File: src/hw/rtl/ldbd_pkg.sv
// ladder button debouncer package: widths, register indexes and shared structs
// used by the config, decode, debounce and top-level modules; no dependencies
`default_nettype none

package ldbd_pkg;

   // fixed field widths
   localparam int unsigned SAMPLE_BITS     = 12;
   localparam int unsigned DELAY_BITS      = 16;
   localparam int unsigned TIME_BITS       = 32;
   localparam int unsigned LADDER_ONE_KEYS = 4;
   localparam int unsigned LADDER_TWO_KEYS = 2;
   localparam int unsigned KEY_COUNT       = LADDER_ONE_KEYS + LADDER_TWO_KEYS + 1;
   localparam int unsigned POWER_BIT       = LADDER_ONE_KEYS + LADDER_TWO_KEYS;

   // stream payload widths, padded to whole bytes
   localparam int unsigned REQ_FIELD_BITS  = 2 * SAMPLE_BITS + 1 + TIME_BITS;
   localparam int unsigned REQ_DATA_BITS   = ((REQ_FIELD_BITS + 7) / 8) * 8;
   localparam int unsigned RSP_FIELD_BITS  = 3 * KEY_COUNT + TIME_BITS;
   localparam int unsigned RSP_DATA_BITS   = ((RSP_FIELD_BITS + 7) / 8) * 8;

   // control register port
   localparam int unsigned CSR_INDEX_BITS  = 3;
   localparam int unsigned CSR_DATA_BITS   = DELAY_BITS;

   // register indexes
   localparam logic [CSR_INDEX_BITS-1:0] CSR_NO_BUTTON_LEVEL   = 3'd0;
   localparam logic [CSR_INDEX_BITS-1:0] CSR_LADDER_ONE_EDGE_A = 3'd1;
   localparam logic [CSR_INDEX_BITS-1:0] CSR_LADDER_ONE_EDGE_B = 3'd2;
   localparam logic [CSR_INDEX_BITS-1:0] CSR_LADDER_ONE_EDGE_C = 3'd3;
   localparam logic [CSR_INDEX_BITS-1:0] CSR_LADDER_TWO_EDGE   = 3'd4;
   localparam logic [CSR_INDEX_BITS-1:0] CSR_SETTLE_DELAY_MS   = 3'd5;

   // register reset values
   localparam logic [SAMPLE_BITS-1:0] NO_BUTTON_LEVEL_RESET   = 12'd3800;
   localparam logic [SAMPLE_BITS-1:0] LADDER_ONE_EDGE_A_RESET = 12'd3100;
   localparam logic [SAMPLE_BITS-1:0] LADDER_ONE_EDGE_B_RESET = 12'd2090;
   localparam logic [SAMPLE_BITS-1:0] LADDER_ONE_EDGE_C_RESET = 12'd750;
   localparam logic [SAMPLE_BITS-1:0] LADDER_TWO_EDGE_RESET   = 12'd1120;
   localparam logic [DELAY_BITS-1:0]  SETTLE_DELAY_MS_RESET   = 16'd5;

   typedef logic [KEY_COUNT-1:0] key_mask_type;

   // threshold and timing settings
   typedef struct packed {
      logic [SAMPLE_BITS-1:0] no_button_level;
      logic [SAMPLE_BITS-1:0] ladder_one_edge_a;
      logic [SAMPLE_BITS-1:0] ladder_one_edge_b;
      logic [SAMPLE_BITS-1:0] ladder_one_edge_c;
      logic [SAMPLE_BITS-1:0] ladder_two_edge;
      logic [DELAY_BITS-1:0]  settle_delay_ms;
   } cfg_type;

   // one sample tick
   typedef struct packed {
      logic [TIME_BITS-1:0]   now_ms;
      logic                   power_pin_high;
      logic [SAMPLE_BITS-1:0] ladder_two_sample;
      logic [SAMPLE_BITS-1:0] ladder_one_sample;
   } sample_type;

   // one result
   typedef struct packed {
      logic [TIME_BITS-1:0] held_ms;
      key_mask_type         released_keys;
      key_mask_type         pressed_keys;
      key_mask_type         stable_keys;
   } result_type;

endpackage

`default_nettype wire

File: src/hw/rtl/ldbd_csr.sv
// ladder button debouncer settings registers
// depends on ldbd_pkg for indexes, reset values and cfg_type
`default_nettype none

module ldbd_csr
   import ldbd_pkg::*;
(
   input  wire logic                      clock,
   input  wire logic                      reset,
   input  wire logic                      csr_write_enable,
   input  wire logic [CSR_INDEX_BITS-1:0] csr_index,
   input  wire logic [CSR_DATA_BITS-1:0]  csr_wdata,
   output cfg_type                        cfg
);

   cfg_type cfg_ff;
   cfg_type cfg_in;

   // decode the write; unknown indexes are dropped
   always_comb begin
      cfg_in = cfg_ff;
      if (csr_write_enable) begin
         unique case (csr_index)
            CSR_NO_BUTTON_LEVEL:   cfg_in.no_button_level   = csr_wdata[SAMPLE_BITS-1:0];
            CSR_LADDER_ONE_EDGE_A: cfg_in.ladder_one_edge_a = csr_wdata[SAMPLE_BITS-1:0];
            CSR_LADDER_ONE_EDGE_B: cfg_in.ladder_one_edge_b = csr_wdata[SAMPLE_BITS-1:0];
            CSR_LADDER_ONE_EDGE_C: cfg_in.ladder_one_edge_c = csr_wdata[SAMPLE_BITS-1:0];
            CSR_LADDER_TWO_EDGE:   cfg_in.ladder_two_edge   = csr_wdata[SAMPLE_BITS-1:0];
            CSR_SETTLE_DELAY_MS:   cfg_in.settle_delay_ms   = csr_wdata[DELAY_BITS-1:0];
            default:               cfg_in = cfg_ff;
         endcase
      end
   end

   // register bank
   always_ff @(posedge clock) begin
      if (reset) begin
         cfg_ff.no_button_level   <= NO_BUTTON_LEVEL_RESET;
         cfg_ff.ladder_one_edge_a <= LADDER_ONE_EDGE_A_RESET;
         cfg_ff.ladder_one_edge_b <= LADDER_ONE_EDGE_B_RESET;
         cfg_ff.ladder_one_edge_c <= LADDER_ONE_EDGE_C_RESET;
         cfg_ff.ladder_two_edge   <= LADDER_TWO_EDGE_RESET;
         cfg_ff.settle_delay_ms   <= SETTLE_DELAY_MS_RESET;
      end else begin
         cfg_ff <= cfg_in;
      end
   end

   assign cfg = cfg_ff;

endmodule

`default_nettype wire

File: src/hw/rtl/ldbd_key_decode.sv
// ladder button debouncer key decode: threshold windows on both ladders plus power pin
// depends on ldbd_pkg for cfg_type, sample_type and key_mask_type
`default_nettype none

module ldbd_key_decode
   import ldbd_pkg::*;
(
   input  wire cfg_type    cfg,
   input  wire sample_type sample,
   output key_mask_type    raw_keys
);

   logic [SAMPLE_BITS-1:0] s1;
   logic [SAMPLE_BITS-1:0] s2;
   logic [LADDER_ONE_KEYS-1:0] one_keys;
   logic [LADDER_TWO_KEYS-1:0] two_keys;

   assign s1 = sample.ladder_one_sample;
   assign s2 = sample.ladder_two_sample;

   // ladder one, first matching window wins
   always_comb begin
      one_keys = '0;
      priority if (s1 > cfg.ladder_one_edge_a && s1 <= cfg.no_button_level) begin
         one_keys[0] = 1'b1;
      end else if (s1 > cfg.ladder_one_edge_b && s1 <= cfg.ladder_one_edge_a) begin
         one_keys[1] = 1'b1;
      end else if (s1 > cfg.ladder_one_edge_c && s1 <= cfg.ladder_one_edge_b) begin
         one_keys[2] = 1'b1;
      end else if (s1 <= cfg.ladder_one_edge_c) begin
         one_keys[3] = 1'b1;
      end else begin
         one_keys = '0;
      end
   end

   // ladder two, bottom key has no lower bound
   always_comb begin
      two_keys = '0;
      priority if (s2 > cfg.ladder_two_edge && s2 <= cfg.no_button_level) begin
         two_keys[0] = 1'b1;
      end else if (s2 <= cfg.ladder_two_edge) begin
         two_keys[1] = 1'b1;
      end else begin
         two_keys = '0;
      end
   end

   // power key is active low
   assign raw_keys = {~sample.power_pin_high, two_keys, one_keys};

endmodule

`default_nettype wire

File: src/hw/rtl/ldbd_debounce.sv
// ladder button debouncer settle timer, stable mask and press timing state
// depends on ldbd_pkg for key_mask_type, result_type and widths
`default_nettype none

module ldbd_debounce
   import ldbd_pkg::*;
(
   input  wire logic                  clock,
   input  wire logic                  reset,
   input  wire logic                  advance,
   input  wire key_mask_type          raw_keys,
   input  wire logic [TIME_BITS-1:0]  now_ms,
   input  wire logic [DELAY_BITS-1:0] settle_delay_ms,
   output result_type                 result
);

   key_mask_type          raw_previous_ff, raw_previous_in;
   key_mask_type          stable_mask_ff, stable_mask_in;
   logic [TIME_BITS-1:0]  change_time_ff, change_time_in;
   logic [TIME_BITS-1:0]  start_time_ff, start_time_in;
   logic [TIME_BITS-1:0]  finish_time_ff, finish_time_in;

   logic                  changed;
   logic [TIME_BITS-1:0]  elapsed;
   logic                  settle;
   key_mask_type          pressed;
   key_mask_type          released;

   // a raw change restarts the timer from that beat's time and holds off settling on that beat
   assign changed         = raw_keys != raw_previous_ff;
   assign raw_previous_in = raw_keys;
   assign change_time_in  = changed ? now_ms : change_time_ff;
   assign elapsed         = now_ms - change_time_ff;
   assign settle          = !changed
                            && (elapsed > {{(TIME_BITS-DELAY_BITS){1'b0}}, settle_delay_ms})
                            && (raw_keys != stable_mask_ff);

   // edges against the stable mask
   assign pressed  = settle ? (raw_keys & ~stable_mask_ff) : '0;
   assign released = settle ? (stable_mask_ff & ~raw_keys) : '0;

   assign stable_mask_in = settle ? raw_keys : stable_mask_ff;
   assign start_time_in  = ((pressed != '0) && (stable_mask_ff == '0)) ? now_ms
                                                                        : start_time_ff;
   assign finish_time_in = ((released != '0) && (raw_keys == '0)) ? now_ms
                                                                   : finish_time_ff;

   // result for this beat
   always_comb begin
      result.stable_keys   = stable_mask_in;
      result.pressed_keys  = pressed;
      result.released_keys = released;
      if (stable_mask_in != '0) begin
         result.held_ms = now_ms - start_time_in;
      end else begin
         result.held_ms = finish_time_in - start_time_in;
      end
   end

   // state moves only when a beat passes to the result register
   always_ff @(posedge clock) begin
      if (reset) begin
         raw_previous_ff <= '0;
         stable_mask_ff  <= '0;
         change_time_ff  <= '0;
         start_time_ff   <= '0;
         finish_time_ff  <= '0;
      end else if (advance) begin
         raw_previous_ff <= raw_previous_in;
         stable_mask_ff  <= stable_mask_in;
         change_time_ff  <= change_time_in;
         start_time_ff   <= start_time_in;
         finish_time_ff  <= finish_time_in;
      end
   end

endmodule

`default_nettype wire

File: src/hw/rtl/ladder_button_debouncer_unit.sv
// Ladder button debouncer. Each req beat is one sample tick with two 12-bit ladder
// ADC readings, the active-low power pin and the millisecond time; each produces
// exactly one rsp beat with the debounced key mask, the keys pressed and released
// at that tick and the held time. A beat passes through an input register, one
// level of decode, timer compare and subtract logic, and a result register; a new
// beat is taken every cycle while the result drains; while a finished result waits
// on rsp_tready the input register takes one more beat, then holds off req_tready. The
// user must write settings through the csr port while the stream is idle; the block does not enforce it.
// Depends on ldbd_pkg, ldbd_csr, ldbd_key_decode and ldbd_debounce.
`default_nettype none

module ladder_button_debouncer_unit
   import ldbd_pkg::*;
(
   input  wire logic                      clock,
   input  wire logic                      reset,
   // fields from bit 0: ladder_one_sample[12], ladder_two_sample[12],
   // power_pin_high[1], now_ms[32], zero pad
   input  wire logic                      req_tvalid,
   output logic                           req_tready,
   input  wire logic [REQ_DATA_BITS-1:0]  req_tdata,
   // fields from bit 0: stable_keys[7], pressed_keys[7], released_keys[7],
   // held_ms[32], zero pad
   output logic                           rsp_tvalid,
   input  wire logic                      rsp_tready,
   output logic [RSP_DATA_BITS-1:0]       rsp_tdata,
   input  wire logic                      csr_write_enable,
   input  wire logic [CSR_INDEX_BITS-1:0] csr_index,
   input  wire logic [CSR_DATA_BITS-1:0]  csr_wdata
);

   cfg_type      cfg;
   sample_type   sample_ff, sample_in;
   logic         in_valid_ff, in_valid_in;
   result_type   result;
   result_type   out_ff, out_in;
   logic         out_valid_ff, out_valid_in;
   logic         advance;
   key_mask_type raw_keys;

   ldbd_csr u_csr (
      .clock            (clock),
      .reset            (reset),
      .csr_write_enable (csr_write_enable),
      .csr_index        (csr_index),
      .csr_wdata        (csr_wdata),
      .cfg              (cfg)
   );

   // beat moves to the result register when that register is free or draining
   assign advance    = in_valid_ff && (!out_valid_ff || rsp_tready);
   assign req_tready = !in_valid_ff || advance;

   // input register
   assign sample_in   = (req_tvalid && req_tready) ? sample_type'(req_tdata[REQ_FIELD_BITS-1:0])
                                                   : sample_ff;
   assign in_valid_in = req_tready ? req_tvalid : in_valid_ff;

   ldbd_key_decode u_key_decode (
      .cfg      (cfg),
      .sample   (sample_ff),
      .raw_keys (raw_keys)
   );

   ldbd_debounce u_debounce (
      .clock           (clock),
      .reset           (reset),
      .advance         (advance),
      .raw_keys        (raw_keys),
      .now_ms          (sample_ff.now_ms),
      .settle_delay_ms (cfg.settle_delay_ms),
      .result          (result)
   );

   // result register
   assign out_in       = advance ? result : out_ff;
   assign out_valid_in = advance ? 1'b1 : (rsp_tready ? 1'b0 : out_valid_ff);

   always_ff @(posedge clock) begin
      if (reset) begin
         in_valid_ff  <= 1'b0;
         out_valid_ff <= 1'b0;
      end else begin
         in_valid_ff  <= in_valid_in;
         out_valid_ff <= out_valid_in;
      end
   end

   // payload registers
   always_ff @(posedge clock) begin
      sample_ff <= sample_in;
      out_ff    <= out_in;
   end

   assign rsp_tvalid = out_valid_ff;
   assign rsp_tdata  = {{(RSP_DATA_BITS-RSP_FIELD_BITS){1'b0}}, out_ff};

endmodule

`default_nettype wire
File: config.mk
export PLATFORM = sky130hd
export DESIGN_NAME = ladder_button_debouncer_unit
export DESIGN_NICKNAME = d
export VERILOG_FILES = /design/src/hw/rtl/ldbd_pkg.sv /design/src/hw/rtl/ldbd_csr.sv /design/src/hw/rtl/ldbd_key_decode.sv /design/src/hw/rtl/ldbd_debounce.sv /design/src/hw/rtl/ladder_button_debouncer_unit.sv
export SDC_FILE = /design/constraint.sdc
export NUM_CORES = 1
export LEC_CHECK = 0
export ABC_AREA = 1
export BUFFER_PORTS_ARGS = -buffer_cell sky130_fd_sc_hd__buf_2
export CAP_MARGIN = 5
export CORE_MARGIN = 1.5
export CORE_UTILIZATION = 27
export CTS_CLUSTER_SIZE = 12
export DETAILED_ROUTE_END_ITERATION = 12
export GPL_ROUTABILITY_DRIVEN = 0
export HOLD_SLACK_MARGIN = 0.02
export SYNTH_ARGS = -nofsm -noshare
export SYNTH_HDL_FRONTEND = slang
export SYNTH_SLANG_ARGS = --single-unit
File: constraint.sdc
create_clock -name clock -period 12.61 [get_ports clock]
set_input_delay 0.6305 -clock clock [delete_from_list [all_inputs] [get_ports clock]]
set_output_delay 0.6305 -clock clock [all_outputs]
set_load 0.1 [all_outputs]
After elaboration in Yosys (flattened, before gate mapping)

Index checks and enable logic that the tools add are counted.

Register bits: 298
Logic and storage cells: 94
Output and inout bits: 58
Bits of input ports: 88

Mux-type cells: 18
Bitwise logic cells: 5
Eq/ne operators: 7
Reductions and logical operators: 29
Magnitude comparators: 11
Add/sub/neg operators: 3

Operators by type and width:

| cell                 | count |
|---|---|
| $mux W32             | 3 |
| $sub A32 B32 Y32     | 3 |
| $le A12 B12 Y1       | 6 |
| $gt A12 B12 Y1       | 4 |
| $gt A32 B16 Y1       | 1 |
| $mux W7              | 3 |
| $reduce_bool A7 Y1   | 3 |
| $and A7 B7 Y7        | 2 |
| $logic_not A7 Y1     | 2 |
| $ne A7 B7 Y1         | 2 |
| $not A7 Y7           | 2 |
| $reduce_and A2 Y1    | 7 |
| $logic_and A1 B1 Y1  | 10 |
| $mux W1              | 10 |
| $eq A3 B2 Y1 const B | 2 |
| $eq A3 B3 Y1 const B | 2 |
| $eq A3 B1 Y1 const B | 1 |
| $logic_not A1 Y1     | 3 |
| $logic_not A3 Y1     | 1 |
| $mux W3              | 1 |
| $logic_or A1 B1 Y1   | 2 |
| $mux W2              | 1 |
| $reduce_bool A2 Y1   | 1 |
| $not A1 Y1           | 1 |

Longest topological paths before layout

Word-level depth: 15
Mapped depth: 48

Modules after synthesis

A second synthesis with hierarchy kept.

Cells, all modules: 2628
Area total of the unflattened synthesis: 18895.6 um^2

By module, submodules not included:

| module                       | seq. area each (um^2) | instances | cells an instance | area each (um^2) |
|---|---|---|---|---|
| ldbd_debounce                | 2202.1                | 1         | 1770              | 10606.4 |
| ladder_button_debouncer_unit | 3343.2                | 1         | 126               | 3420.8 |
| ldbd_csr                     | 1521.5                | 1         | 419               | 2937.8 |
| ldbd_key_decode              | 0.0                   | 1         | 313               | 1930.6 |

Least setup slack after synthesis

OpenSTA, ideal clock, no wires.

Path kind: register to register
Start: register sample_ff[25] (netlist name)
End: register out_ff, in the netlist rsp_tdata[51], data pin
Data required time: 12.345 ns
Path buffers: 1
Cell stages (with the launch flop): 45
Setup slack: 6.493 ns
Clock period less this slack: 6.117 ns
Arrival: 5.852 ns
Cells stage by stage: edfxtp_1 inv_1 ha_1 fa_1 inv_1 nand2_1 nand2_1 nand3_1 nand2_1 nand2_1 nand2_1 xor2_1 ha_1 nand4_1 nor3_1 inv_1 nand2_1 nand3_1 (+9 left out) nor2_8 buf_4 o21ai_1 ha_1 inv_1 fa_1 nand3_1 nand2_1 a21oi_1 o21ai_1 a21boi_0 o21ai_1 a21boi_0 o21a_1 o21bai_1 a21boi_1 o21ai_0 xor2_1

RTL lines:

| element                | line                               | source |
|---|---|---|
| start, declared        | ladder_button_debouncer_unit.sv:33 | `sample_type sample_ff, sample_in;` |
| start signal, assigned | ladder_button_debouncer_unit.sv:91 | `sample_ff <= sample_in;` |
| end signal, assigned   | ladder_button_debouncer_unit.sv:92 | `out_ff <= out_in;` |
| end, declared          | ladder_button_debouncer_unit.sv:36 | `result_type out_ff, out_in;` |

==> results by group <==
Status
  • Outcome: finished, final reports clean

Final layout
  • N_diodes: 0
  • Final #Nets: 2929
  • Share of cells above drive strength 1: 0.09427
  • Area growth, synth to finish: 14.87%

Floorplanning
  • Row cnt: 95
  • Die height: 265.1 um
  • # IOs: 146
  • Die area: 70250 um^2
  • Die X: 265.1 um
  • Core area: 67510 um^2
  • Initial Util: 0.2746

Worst setup path
  • Worst Path Buf+Inv: 3
  • Slowest cell on crit path: nand2_2
  • Crit Path Class: register to register
  • CP peak stage delay: 580 ps
  • CP top delay family: simple AND/OR/NAND/NOR gates
  • Data required time of the critical path: 12900 ps
  • CP Max Fanout: 32
  • Most used cell, CP: nand2_1
  • Critical Path Start Type: register
  • Crit path DAT: 8650 ps
  • Critical path endpoint category: register

Timing
  • Maximum clock frequency: 119.6 MHz
  • Setup violators final: 0
  • Final hold violation count: 0
  • Total negative slack: 0 ps
  • Minimum clock period: 8358 ps
  • RSZ-0062 raised after global routing: false
  • Max-slew headroom: 0.3833
  • Final Cycle Share: 0.6628
  • Slew Viols, Final: 0
  • Final clock skew: 30.62 ps
  • Fin Hold WS: 237.9 ps
  • Worst Tran Pin Value: 925.0 ps

Logic synthesis
  • Cells after synthesis: 2564
  • Synth warnings: 0
  • Ys flop type: dfxtp_1
  • Async SR Flop Fraction: 0
  • Netlist Area Pre-Place: 18540 um^2
  • EDFF count, synth: 110
  • Top cell type's share of synthesized area: 0.2030
  • Post-synthesis sequential area ratio: 0.3811
  • Synth top area cells: dfxtp_1, edfxtp_1, ha_1, nand2_1, inv_1
  • Post-synthesis cell type count: 49
  • Mapped Avg Cell Area: 7.231 um^2
  • Register bit total from synthesis: 298
  • Yosys top cell by area: dfxtp_1

GRT
  • GRT overflow: 0
  • Vias in the first global route: 14708
  • GRT Overall Usage: 0.1401
  • First-pass GRT wire length: 78.46 mm
  • Largest net degree at the start of global routing: 81
  • Initial antenna violation count: 1

Clock tree
  • Post-CTS sizing: 0
  • TritonCTS Sinks: 298
  • Postcts setup bufs: 0
  • Clk_lat worst skew: 570 ps
  • CTS tree: yes
  • Clock buffer count from CTS: 39
  • Clock slew seen by the registers of the worst setup and hold paths: 60 ps
  • Clock Path Buffers: 3
  • H-tree levels: 2
  • Clk root buf: clkbuf_16
  • Hold buffers post-CTS: 0

Drt
  • DR pass1 iterations: 5
  • DRT iter0 DRCs: 1046
  • DR vias: 15869
  • Total routed wirelength: 49.49 mm
  • ANT nets after route: 0
  • DRC Markers: 0
  • Wire per inst: 13.83 um
  • Drt via density: 4.435

Power and ir drop
  • Leak pwr: 10.44 nW
  • Power Dens Cells: 152.6 nW/um^2
  • Max VDD drop: 0.00008114 V

Flow run
  • Max-Cap Viols: 0

Place
  • Dpl hpwl: 36.21 mm
  • IO Port Bufs: 135

Hold path
  • Worst Hold Class: input pin to register
## layout by cell type (no fill, tap or decap), drive strengths merged, types with 4 or more instances in the layout
cell type / synthesis / routed
o31ai: 5 / 5
ha: 164 / 164
a21oi: 181 / 181
edfxtp: 110 / 110
buf: 25 / 143
a21boi: 7 / 7
nor3: 9 / 9
inv: 485 / 487
clkinv: 2 / 16
o21ai: 239 / 239
a31oi: 7 / 7
nand3: 87 / 87
nor2: 351 / 351
xnor2: 11 / 11
dfxtp: 188 / 188
nor4: 4 / 4
o21bai: 6 / 6
o211ai: 23 / 23
nand3b: 8 / 8
nand4: 22 / 22
clkbuf: 50 / 51
a21o: 8 / 8
xor2: 34 / 34
nand2: 523 / 523
## cell type report
cell class / instances / area (um^2)
clock buffer: 51 / 1072
multi-input combinational: 1706 / 9293
fill: 7276 / 46220
inverter: 487 / 1832
tap: 873 / 1092
timing repair buffer: 143 / 735.7
sequential: 298 / 7067
clock inverter: 20 / 207.7
## metrics by stage
stage	util	area (um^2)	power, mW	setup slack [ps]	cells
2_1_floorplan	-	18550	1.939	6493	2566
3_3_place_gp	0.2965	20020	2.157	4299	3507
3_5_place_dp	0.2965	20020	2.160	4267	3507
4_1_cts	0.3155	21300	3.295	4234	3578
5_1_grt	0.3155	21300	3.450	3452	3578
6_report	0.3155	21300	3.251	4252	3578
## sequential cells by signal, indices dropped and copies added (netlist names)
name / cells
u_debounce.raw_previous_ff: 7
sample_ff: 57
u_csr.cfg: 76
u_debounce.start_time_ff: 32
u_debounce.change_time_ff: 32
in_valid_ff: 1
u_debounce.finish_time_ff: 32
rsp_tdata: 53
u_debounce.stable_mask_ff: 7
rsp_tvalid: 1
## logic make-up (layout without fill, tap and decap cells)
logic type / after synthesis / after routing / synth area share
and+or+nand+nor: 1008 / 1008 / 0.2269
other: 1 / 3 / 0.0002022
xor gates and xnor gates: 45 / 45 / 0.02126
adders and majority gates: 166 / 166 / 0.1128
buffers and inverters: 562 / 701 / 0.1182
AOI/OAI and AO/OA: 484 / 484 / 0.1395
DFF: 298 / 298 / 0.3811
## synth_stat cells (5+ instances only)
| cell | n |
|---|---|
| a21o_1 | 8 |
| nor2_1 | 334 |
| nand2_1 | 506 |
| clkbuf_1 | 50 |
| a21oi_1 | 179 |
| nand3b_1 | 8 |
| ha_1 | 164 |
| o21ai_0 | 149 |
| dfxtp_1 | 188 |
| buf_2 | 5 |
| a21boi_0 | 5 |
| xnor2_1 | 11 |
| nor3_1 | 7 |
| a31oi_1 | 7 |
| o21bai_1 | 6 |
| o211ai_1 | 23 |
| nand2_2 | 13 |
| buf_4 | 14 |
| o21ai_1 | 90 |
| nand4_1 | 22 |
| nor2_4 | 5 |
| nor2_2 | 11 |
| inv_1 | 481 |
| nand3_1 | 81 |
| edfxtp_1 | 110 |
| xor2_1 | 34 |
| o31ai_1 | 5 |
| nand3_2 | 5 |
## where the power goes
part	leakage, nW	switching, mW	total (mW)	internal (mW)
registers	2.60	0.0372	1.13	1.10
clock network	0.627	0.448	1.11	0.665
logic	7.21	0.707	1.00	0.297
## metal layers
layer  vias to the layer above  part of all wire  global-route usage
met3                        63             0.042             0.02333
met1                      7122              0.48              0.1855
li1                       8409                 -                   -
met5                         -           0.00028                   0
met4                         2             0.021             0.03907
met2                       273              0.46              0.2344
## final timing paths
kind / from / slack, ps / end / cells past startpoint
setup / recovery: sample_ff[25]$_DFFE_PP_ / 4250 / rsp_tdata[49]$_DFFE_PP_ / 42
hold / removal: req_tdata[46] / 240 / sample_ff[46]$_DFFE_PP_ / 1
setup reg to reg: sample_ff[25]$_DFFE_PP_ / 4250 / rsp_tdata[49]$_DFFE_PP_ / 42
hold reg to reg: u_csr.cfg[17]$_SDFFE_PP0P_ / 460 / u_csr.cfg[17]$_SDFFE_PP0P_ / 2
Note: power is estimated with default switching activity, not from simulation.
